$ cat src/dfdg_pkg.sv
// dfdg_pkg: shared types, constants and frame helpers for the dshot frame duty generator
// no dependencies; imported by every module of the block

package dfdg_pkg;

	localparam int LANES       = 4;
	localparam int FRAME_BITS  = 16;
	localparam int FRAME_ROWS  = 17;
	localparam int ROW_W       = 5;
	localparam int QUEUE_DEPTH = 2;
	localparam int QPTR_W      = $clog2(QUEUE_DEPTH);
	localparam int QCNT_W      = $clog2(QUEUE_DEPTH + 1);

	localparam logic [10:0] MAX_VALUE    = 11'd2047;
	localparam logic [15:0] MIN_THROTTLE = 16'd48;
	localparam logic [15:0] MAX_COMMAND  = 16'd47;
	localparam logic [ROW_W-1:0] IDLE_ROW = ROW_W'(FRAME_ROWS - 1);

	localparam logic [2:0] REG_ENABLED      = 3'd0;
	localparam logic [2:0] REG_ALL_CHANNELS = 3'd1;
	localparam logic [2:0] REG_SELECTED     = 3'd2;
	localparam logic [2:0] REG_ZERO_DUTY    = 3'd3;
	localparam logic [2:0] REG_ONE_DUTY     = 3'd4;

	localparam logic [1:0] STATUS_OK        = 2'd0;
	localparam logic [1:0] STATUS_NOT_READY = 2'd1;
	localparam logic [1:0] STATUS_BAD_PARAM = 2'd2;

	typedef struct packed {
		logic        enabled;
		logic        all_channels;
		logic [1:0]  selected_channel;
		logic [15:0] zero_duty;
		logic [15:0] one_duty;
	} cfg_t;

	typedef struct packed {
		logic [LANES-1:0][FRAME_BITS-1:0] frames;
		logic [LANES-1:0]                 active;
		logic                             err;
		logic [1:0]                       code;
	} entry_t;

	typedef struct packed {
		logic [LANES-1:0][15:0] duty;
		logic                   last;
		logic [1:0]             status;
	} row_t;

	function automatic logic [10:0] clamp_level(input logic [15:0] v);
		logic [10:0] r;
		if (v == 16'd0) begin
			r = 11'd0;
		end else if (v < MIN_THROTTLE) begin
			r = MIN_THROTTLE[10:0];
		end else if (v > {5'd0, MAX_VALUE}) begin
			r = MAX_VALUE;
		end else begin
			r = v[10:0];
		end
		return r;
	endfunction

	function automatic logic [15:0] build_frame(input logic [10:0] v, input logic telem);
		logic [11:0] w;
		logic [3:0]  crc;
		w   = {v, telem};
		crc = w[3:0] ^ w[7:4] ^ w[11:8];
		return {w, crc};
	endfunction

endpackage

$ cat src/dfdg_front.sv
// dfdg_front: classifies a request and builds the per-channel frames
// depends on dfdg_pkg

module dfdg_front import dfdg_pkg::*; #(
	parameter int CHANNELS = 4
) (
	input  cfg_t        cfg,
	input  logic        func,
	input  logic [15:0] level0,
	input  logic [15:0] level1,
	input  logic [15:0] level2,
	input  logic [15:0] level3,
	input  logic [3:0]  telem_req,
	output entry_t      entry
);

	localparam logic [2:0] CH_N = 3'(CHANNELS);

	logic [LANES-1:0][15:0] levels;

	assign levels = {level3, level2, level1, level0};

	always_comb begin
		entry        = '0;
		entry.frames = '0;
		if (!cfg.enabled) begin
			entry.err  = 1'b1;
			entry.code = STATUS_NOT_READY;
		end else if (cfg.all_channels) begin
			if (func) begin
				entry.err  = 1'b1;
				entry.code = STATUS_NOT_READY;
			end else begin
				for (int ch = 0; ch < LANES; ch++) begin
					if (ch < CHANNELS) begin
						entry.frames[ch] = build_frame(clamp_level(levels[ch]), telem_req[ch]);
						entry.active[ch] = 1'b1;
					end
				end
			end
		end else if ({1'b0, cfg.selected_channel} >= CH_N) begin
			entry.err  = 1'b1;
			entry.code = STATUS_BAD_PARAM;
		end else if (func && (level0 > MAX_COMMAND)) begin
			entry.err  = 1'b1;
			entry.code = STATUS_BAD_PARAM;
		end else begin
			entry.active[cfg.selected_channel] = 1'b1;
			if (func) begin
				entry.frames[cfg.selected_channel] = build_frame(level0[10:0], 1'b0);
			end else begin
				entry.frames[cfg.selected_channel] =
					build_frame(clamp_level(level0), telem_req[0]);
			end
		end
	end

endmodule

$ cat src/dfdg_queue.sv
// dfdg_queue: short word queue between the front and the row sequencer
// depends on dfdg_pkg

module dfdg_queue import dfdg_pkg::*; (
	input  logic   clk,
	input  logic   arst_n,
	input  logic   push,
	input  entry_t push_data,
	output logic   full,
	input  logic   pop,
	output logic   empty,
	output entry_t head
);

	entry_t             mem_q [QUEUE_DEPTH];
	logic [QPTR_W-1:0]  wr_ptr_q;
	logic [QPTR_W-1:0]  rd_ptr_q;
	logic [QCNT_W-1:0]  count_q;

	assign full  = (count_q == QCNT_W'(QUEUE_DEPTH));
	assign empty = (count_q == '0);
	assign head  = mem_q[rd_ptr_q];

	always_ff @(posedge clk) begin
		if (push && !full) begin
			mem_q[wr_ptr_q] <= push_data;
		end
	end

	always_ff @(posedge clk or negedge arst_n) begin
		if (!arst_n) begin
			wr_ptr_q <= '0;
			rd_ptr_q <= '0;
			count_q  <= '0;
		end else begin
			if (push && !full) begin
				wr_ptr_q <= wr_ptr_q + 1'b1;
			end
			if (pop && !empty) begin
				rd_ptr_q <= rd_ptr_q + 1'b1;
			end
			unique case ({push && !full, pop && !empty})
				2'b10:   count_q <= count_q + 1'b1;
				2'b01:   count_q <= count_q - 1'b1;
				default: count_q <= count_q;
			endcase
		end
	end

endmodule

$ cat src/dfdg_back.sv
// dfdg_back: row sequencer that turns queued frames into compare-value rows
// depends on dfdg_pkg

module dfdg_back import dfdg_pkg::*; (
	input  logic   clk,
	input  logic   arst_n,
	input  cfg_t   cfg,
	input  logic   empty,
	input  entry_t head,
	output logic   pop,
	output logic   out_valid,
	input  logic   out_ready,
	output row_t   row
);

	logic [ROW_W-1:0] row_q;
	logic             out_valid_q;
	row_t             row_out_q;
	row_t             row_next;
	logic             load;
	logic [3:0]       bit_idx;

	assign load    = !empty && (!out_valid_q || out_ready);
	assign pop     = load && (head.err || (row_q == IDLE_ROW));
	assign bit_idx = 4'd15 - row_q[3:0];

	always_comb begin
		row_next = '0;
		if (head.err) begin
			row_next.last   = 1'b1;
			row_next.status = head.code;
		end else if (row_q == IDLE_ROW) begin
			row_next.last   = 1'b1;
			row_next.status = STATUS_OK;
		end else begin
			for (int ch = 0; ch < LANES; ch++) begin
				if (head.active[ch]) begin
					row_next.duty[ch] = head.frames[ch][bit_idx] ? cfg.one_duty : cfg.zero_duty;
				end
			end
		end
	end

	always_ff @(posedge clk or negedge arst_n) begin
		if (!arst_n) begin
			row_q       <= '0;
			out_valid_q <= 1'b0;
		end else begin
			if (load) begin
				out_valid_q <= 1'b1;
				row_q       <= pop ? '0 : row_q + 1'b1;
			end else if (out_ready) begin
				out_valid_q <= 1'b0;
			end
		end
	end

	always_ff @(posedge clk) begin
		if (load) begin
			row_out_q <= row_next;
		end
	end

	assign out_valid = out_valid_q;
	assign row       = row_out_q;

endmodule

$ cat src/dshot_frame_duty_generator.sv
// dshot_frame_duty_generator: top level with config registers, front, queue and row sequencer
// depends on dfdg_pkg, dfdg_front, dfdg_queue, dfdg_back

// Each accepted request yields seventeen rows of per-channel timer compare values, one row
// per cycle when the output side keeps ready high: sixteen frame bits MSB first and a final
// idle row marked last; a rejected request yields a single error row with last set. The row
// sequencer in the back end sets the rate, and a two-word queue lets the front take the
// next request while a frame is still being sent. A request is first written into the queue;
// its first row is then registered in the row sequencer's output register. Configuration
// must be written only while no request is in flight.

module dshot_frame_duty_generator import dfdg_pkg::*; #(
	parameter int CHANNELS = 4
) (
	input  logic        clk,
	input  logic        arst_n,
	input  logic        cfg_wen,
	input  logic [2:0]  cfg_index,
	input  logic [15:0] cfg_wdata,
	input  logic        in_valid,
	output logic        in_ready,
	input  logic        func,
	input  logic [15:0] level0,
	input  logic [15:0] level1,
	input  logic [15:0] level2,
	input  logic [15:0] level3,
	input  logic [3:0]  telem_req,
	output logic        out_valid,
	input  logic        out_ready,
	output logic [15:0] duty0,
	output logic [15:0] duty1,
	output logic [15:0] duty2,
	output logic [15:0] duty3,
	output logic        last,
	output logic [1:0]  status
);

	cfg_t   cfg_q;
	entry_t entry;
	entry_t head;
	logic   q_full;
	logic   q_empty;
	logic   q_pop;
	row_t   row;

	always_ff @(posedge clk or negedge arst_n) begin
		if (!arst_n) begin
			cfg_q <= '0;
		end else if (cfg_wen) begin
			case (cfg_index)
				REG_ENABLED:      cfg_q.enabled          <= cfg_wdata[0];
				REG_ALL_CHANNELS: cfg_q.all_channels     <= cfg_wdata[0];
				REG_SELECTED:     cfg_q.selected_channel <= cfg_wdata[1:0];
				REG_ZERO_DUTY:    cfg_q.zero_duty        <= cfg_wdata;
				REG_ONE_DUTY:     cfg_q.one_duty         <= cfg_wdata;
				default:          cfg_q                  <= cfg_q;
			endcase
		end
	end

	dfdg_front #(
		.CHANNELS(CHANNELS)
	) u_front (
		.cfg        (cfg_q),
		.func       (func),
		.level0     (level0),
		.level1     (level1),
		.level2     (level2),
		.level3     (level3),
		.telem_req  (telem_req),
		.entry      (entry)
	);

	dfdg_queue u_queue (
		.clk       (clk),
		.arst_n    (arst_n),
		.push      (in_valid),
		.push_data (entry),
		.full      (q_full),
		.pop       (q_pop),
		.empty     (q_empty),
		.head      (head)
	);

	dfdg_back u_back (
		.clk       (clk),
		.arst_n    (arst_n),
		.cfg       (cfg_q),
		.empty     (q_empty),
		.head      (head),
		.pop       (q_pop),
		.out_valid (out_valid),
		.out_ready (out_ready),
		.row       (row)
	);

	assign in_ready = !q_full;
	assign duty0    = row.duty[0];
	assign duty1    = row.duty[1];
	assign duty2    = row.duty[2];
	assign duty3    = row.duty[3];
	assign last     = row.last;
	assign status   = row.status;

endmodule
$ cat config.mk
export PLATFORM = sky130hd
export DESIGN_NAME = dshot_frame_duty_generator
export DESIGN_NICKNAME = d
export VERILOG_FILES = /design/src/dfdg_pkg.sv /design/src/dfdg_front.sv /design/src/dfdg_queue.sv /design/src/dfdg_back.sv /design/src/dshot_frame_duty_generator.sv
export SDC_FILE = /design/constraint.sdc
export NUM_CORES = 1
export LEC_CHECK = 0
export BUFFER_PORTS_ARGS = -buffer_cell sky130_fd_sc_hd__buf_2
export CAP_MARGIN = 40
export CORE_MARGIN = 5
export CORE_UTILIZATION = 50
export CTS_BUF_LIST = sky130_fd_sc_hd__clkbuf_4 sky130_fd_sc_hd__clkbuf_8 sky130_fd_sc_hd__clkbuf_16
export DETAILED_ROUTE_END_ITERATION = 6
export PLACE_DENSITY = 0.71
export SLEW_MARGIN = 0
export SYNTH_ARGS = -nofsm -noshare
export SYNTH_HDL_FRONTEND = slang
export SYNTH_SLANG_ARGS = --single-unit
export TNS_END_PERCENT = 10
$ cat constraint.sdc
create_clock -name clk -period 4.73 [get_ports clk]
set_clock_uncertainty 0.2 [all_clocks]
set_input_delay 0.473 -clock clk [delete_from_list [all_inputs] [get_ports clk]]
set_output_delay 0.473 -clock clk [all_outputs]
set_load 0.03 [all_outputs]
==> impl_metrics.prom <==
# TYPE chip_impl_metric gauge
chip_impl_info{name="outcome",value="complete, no violations"} 1
chip_impl_metric{name="synth.cell_area",unit="mm2"} 0.0123
chip_impl_metric{name="yosysSeqAreaShare",unit=""} 0.604
chip_impl_metric{name="vias_per_cell",unit=""} 5.79
chip_impl_metric{name="worstSkewPairLatency",unit="ps"} 540
chip_impl_metric{name="drive_gt1_frac",unit=""} 0.285
chip_impl_metric{name="synthesized_net_count",unit=""} 988
chip_impl_metric{name="totalNegativeSetupSlack",unit="ps"} 0
chip_impl_metric{name="maximum_buffer_depth_of_the_clock_tree",unit=""} 3
chip_impl_metric{name="cts_hold_repair.buffers",unit=""} 13
chip_impl_metric{name="layout_setup_ws",unit="ps"} 1460
chip_impl_metric{name="grt_pass1_vias",unit=""} 8038
chip_impl_info{name="cp_slowest_cell",value="dfrtp_2"} 1
chip_impl_info{name="layout_commonest_cell",value="edfxtp_1"} 1
chip_impl_metric{name="slowest_delay",unit="ps"} 610
chip_impl_metric{name="io_pins",unit=""} 162
chip_impl_metric{name="num_antenna_cells",unit=""} 0
chip_impl_metric{name="std_cell_rows",unit=""} 57
chip_impl_metric{name="powerDensity",unit="mW/mm2"} 653
chip_impl_metric{name="postSynthRegisterBits",unit=""} 255
chip_impl_metric{name="synth_edf_count",unit=""} 209
chip_impl_metric{name="power_total",unit="uW"} 9480
chip_impl_metric{name="proportion_of_register_bits_with_asynchronous_set_or_reset_after_synthesis",unit=""} 0.180
chip_impl_metric{name="tritoncts.num_buffers",unit=""} 26
chip_impl_metric{name="timing_hold_violations_final",unit=""} 0
chip_impl_metric{name="tightestPinTransition",unit="ps"} 882
chip_impl_info{name="cts_root_buf",value="clkbuf_16"} 1
chip_impl_metric{name="worst_path_buffer_plus_inverter_count",unit=""} 2
chip_impl_metric{name="finalWeightedCongestion",unit=""} 0.894
chip_impl_metric{name="synth-warning-count",unit=""} 0
chip_impl_metric{name="path_clk_slew",unit="ps"} 60
chip_impl_metric{name="post-cts-setup-buffers",unit=""} 0
chip_impl_metric{name="dpl.hpwl",unit="mm"} 20.3
chip_impl_info{name="cpLargestDelayFamily",value="multiplexers"} 1
chip_impl_metric{name="start_util",unit=""} 0.507
chip_impl_info{name="cts_tree",value="built"} 1
chip_impl_metric{name="achievable-frequency",unit="MHz"} 306
chip_impl_info{name="critPathCaptureType",value="flop"} 1
chip_impl_info{name="commonest_non_fill_non_tap_cells_in_the_layout",value="edfxtp_1, buf_2, nor2_1, mux2i_1, nor3_1"} 1
chip_impl_metric{name="worst-endpoint-required",unit="ps"} 4770
chip_impl_metric{name="hold-worst-slack",unit="ps"} 22.6
chip_impl_metric{name="critical_path_peak_fanout",unit=""} 23
chip_impl_info{name="yosys_most_used_dff",value="edfxtp_1"} 1
chip_impl_metric{name="period_needed",unit="ps"} 3270
chip_impl_metric{name="num-fill-cells",unit=""} 1918
chip_impl_info{name="path_class",value="reg -> reg"} 1
chip_impl_info{name="critical_path.cell_chain",value="buf_12 -> mux4_1 -> mux4_2 -> mux2i_4 -> buf_4 -> mux2i_1 -> nor2_1"} 1
chip_impl_metric{name="drv_cap",unit=""} 0
chip_impl_metric{name="htreeDepth",unit=""} 1
chip_impl_metric{name="grt_use_total",unit=""} 0.204
chip_impl_metric{name="timing.slew.headroom",unit=""} 0.412
chip_impl_metric{name="drt_wirelength",unit="mm"} 28.8
chip_impl_metric{name="total_leakage_power",unit="uW"} 0.00560
chip_impl_metric{name="layout-area-overhead-vs-synth",unit="%"} 18.2
chip_impl_info{name="worstSetupStartpointType",value="flop"} 1
chip_impl_metric{name="setup_viol",unit=""} 0
chip_impl_metric{name="post_synth_inst_count",unit=""} 892
chip_impl_metric{name="grt_first_pass_wirelength",unit="mm"} 45.5
chip_impl_metric{name="route.detailed.wl_per_inst",unit="um"} 20.4
chip_impl_info{name="timing.hold.worst.class",value="in -> reg"} 1
chip_impl_metric{name="die_w",unit="um"} 167
chip_impl_metric{name="post_cts_resize_count",unit=""} 0
chip_impl_metric{name="die_area",unit="mm2"} 0.0278
chip_impl_metric{name="drc",unit=""} 0
chip_impl_metric{name="die_span_in_y",unit="um"} 167
chip_impl_metric{name="grt_antenna_before_repair",unit=""} 0
chip_impl_metric{name="final_clock_period_utilization_by_the_worst_path",unit=""} 0.691
chip_impl_metric{name="placement.setup.worst_slack",unit="ps"} 1450
chip_impl_metric{name="routed-via-count",unit=""} 8199
chip_impl_metric{name="max_transition_viols_final",unit=""} 0
chip_impl_metric{name="io_buffers",unit=""} 161
chip_impl_info{name="grt_setup_unrepaired",value="false"} 1
chip_impl_metric{name="grt_max_degree",unit=""} 66
chip_impl_metric{name="detailedRoute.firstIterationViolations",unit=""} 749
chip_impl_metric{name="fp.coreArea",unit="mm2"} 0.0242
chip_impl_metric{name="syn_area_per_cell",unit="um2"} 13.8
chip_impl_metric{name="first_pass_iters",unit=""} 5
chip_impl_metric{name="grt_remaining_overflow",unit=""} 0
chip_impl_metric{name="power.ir.vdd_worst",unit="mV"} 0.367
chip_impl_metric{name="clock-sinks",unit=""} 255
chip_impl_metric{name="finalCoreUtilization",unit=""} 0.599
chip_impl_metric{name="layout.nets",unit=""} 1168
chip_impl_metric{name="yosysUniqueCellTypes",unit=""} 64
chip_impl_metric{name="drt.antenna.violating_nets",unit=""} 0
chip_impl_metric{name="critical_path_arrival",unit="ps"} 3310
-- synthesized netlist by cell type, types with 12 or more instances --
cell type | count | share of area
inv_1 | 19 | 0.0058
nand2_1 | 32 | 0.0098
nor2_1 | 113 | 0.035
clkbuf_1 | 31 | 0.0095
xor2_1 | 12 | 0.0086
nand3_1 | 13 | 0.0053
dfrtp_1 | 46 | 0.094
mux4_1 | 14 | 0.030
o21ai_0 | 22 | 0.0090
edfxtp_1 | 209 | 0.51
mux4_2 | 26 | 0.048
nor3_1 | 51 | 0.021
a211oi_1 | 19 | 0.012
mux2i_1 | 69 | 0.056
mux2_2 | 38 | 0.035
a21oi_1 | 36 | 0.015
-- cell families (layout without fill, tap and decap cells) --
| group | Yosys count | count (layout) | share of synthesized area |
|---|---|---|---|
| and+or+nand+nor | 267 | 267 | 0.103 |
| DFF | 255 | 255 | 0.604 |
| muxes | 151 | 151 | 0.176 |
| AOI/OAI and AO/OA | 130 | 130 | 0.0707 |
| buffers and inverters | 64 | 264 | 0.0271 |
| xor gates and xnor gates | 22 | 22 | 0.0157 |
| adders and majority gates | 3 | 3 | 0.00305 |
-- final timing paths --
check | startpoint | endpoint | slack [ps] | depth (start not counted)
worst max-delay path | u_queue.rd_ptr_q | u_back.row[65] | 1460 | 7
worst min-delay path | cfg_wdata[0] | cfg_q[34] | 20 | 3
worst max register to register | u_queue.rd_ptr_q | u_back.row[65] | 1460 | 7
worst min register to register | u_back.out_valid | u_back.out_valid | 300 | 2
max in group asynchronous | arst_n | cfg_q[11] | 3650 | 3
min in group asynchronous | arst_n | cfg_q[15] | 190 | 2
-- area by class of cell --
| class | instances | area [um2] | share of cell area |
|---|---|---|---|
| clock buffers | 43 | 803 | 0.0553 |
| clock inverters | 5 | 91.3 | 0.00629 |
| repair buffers | 196 | 1170 | 0.0808 |
| flip-flops and latches | 255 | 7430 | 0.512 |
| inverters | 20 | 75.1 | 0.00517 |
| well taps | 324 | 405 | 0.0279 |
| multi-input cells | 573 | 4550 | 0.313 |
-- registers in the layout, summed over array words and instances, names as in the netlist --
| signal | count |
|---|---|
| u_queue.mem_q | 142 |
| u_queue.rd_ptr_q | 1 |
| u_back.row | 67 |
| u_back.out_valid | 1 |
| u_queue.wr_ptr_q | 1 |
| cfg_q | 36 |
| u_queue.count_q | 2 |
| u_back.row_q | 5 |
-- stage by stage --
step | cell area (um2) | std cells
2_1_floorplan | 12300 | 892
3_3_place_gp | 13400 | 1348
3_5_place_dp | 13500 | 1355
4_1_cts | 14500 | 1416
5_1_grt | 14500 | 1416
6_report | 14500 | 1416
-- power by group --
group          total, uW  internal, uW  switching, uW  leakage [uW]
Combinational       3670          1450           2220       0.00256
Clock               2090          1270            818      0.000452
Sequential          3720          3350            368       0.00258
-- worst reg2reg max path: stages (launching register included) --
cell and delay (ps):
dfrtp_2 610, buf_12 260, mux4_1 610, mux4_2 530, mux2i_4 150, buf_4 330, mux2i_1 240, nor2_1 60
-- routing by layer --
layer	routed length, um	track usage	vias to the layer above
li1	-	-	3830
met1	12700	0.304	3952
met2	13400	0.323	384
met3	2250	0.0325	33
met4	467	0.0438	0
met5	0	0	-
No activity file was read; power rests on OpenSTA's default activity.
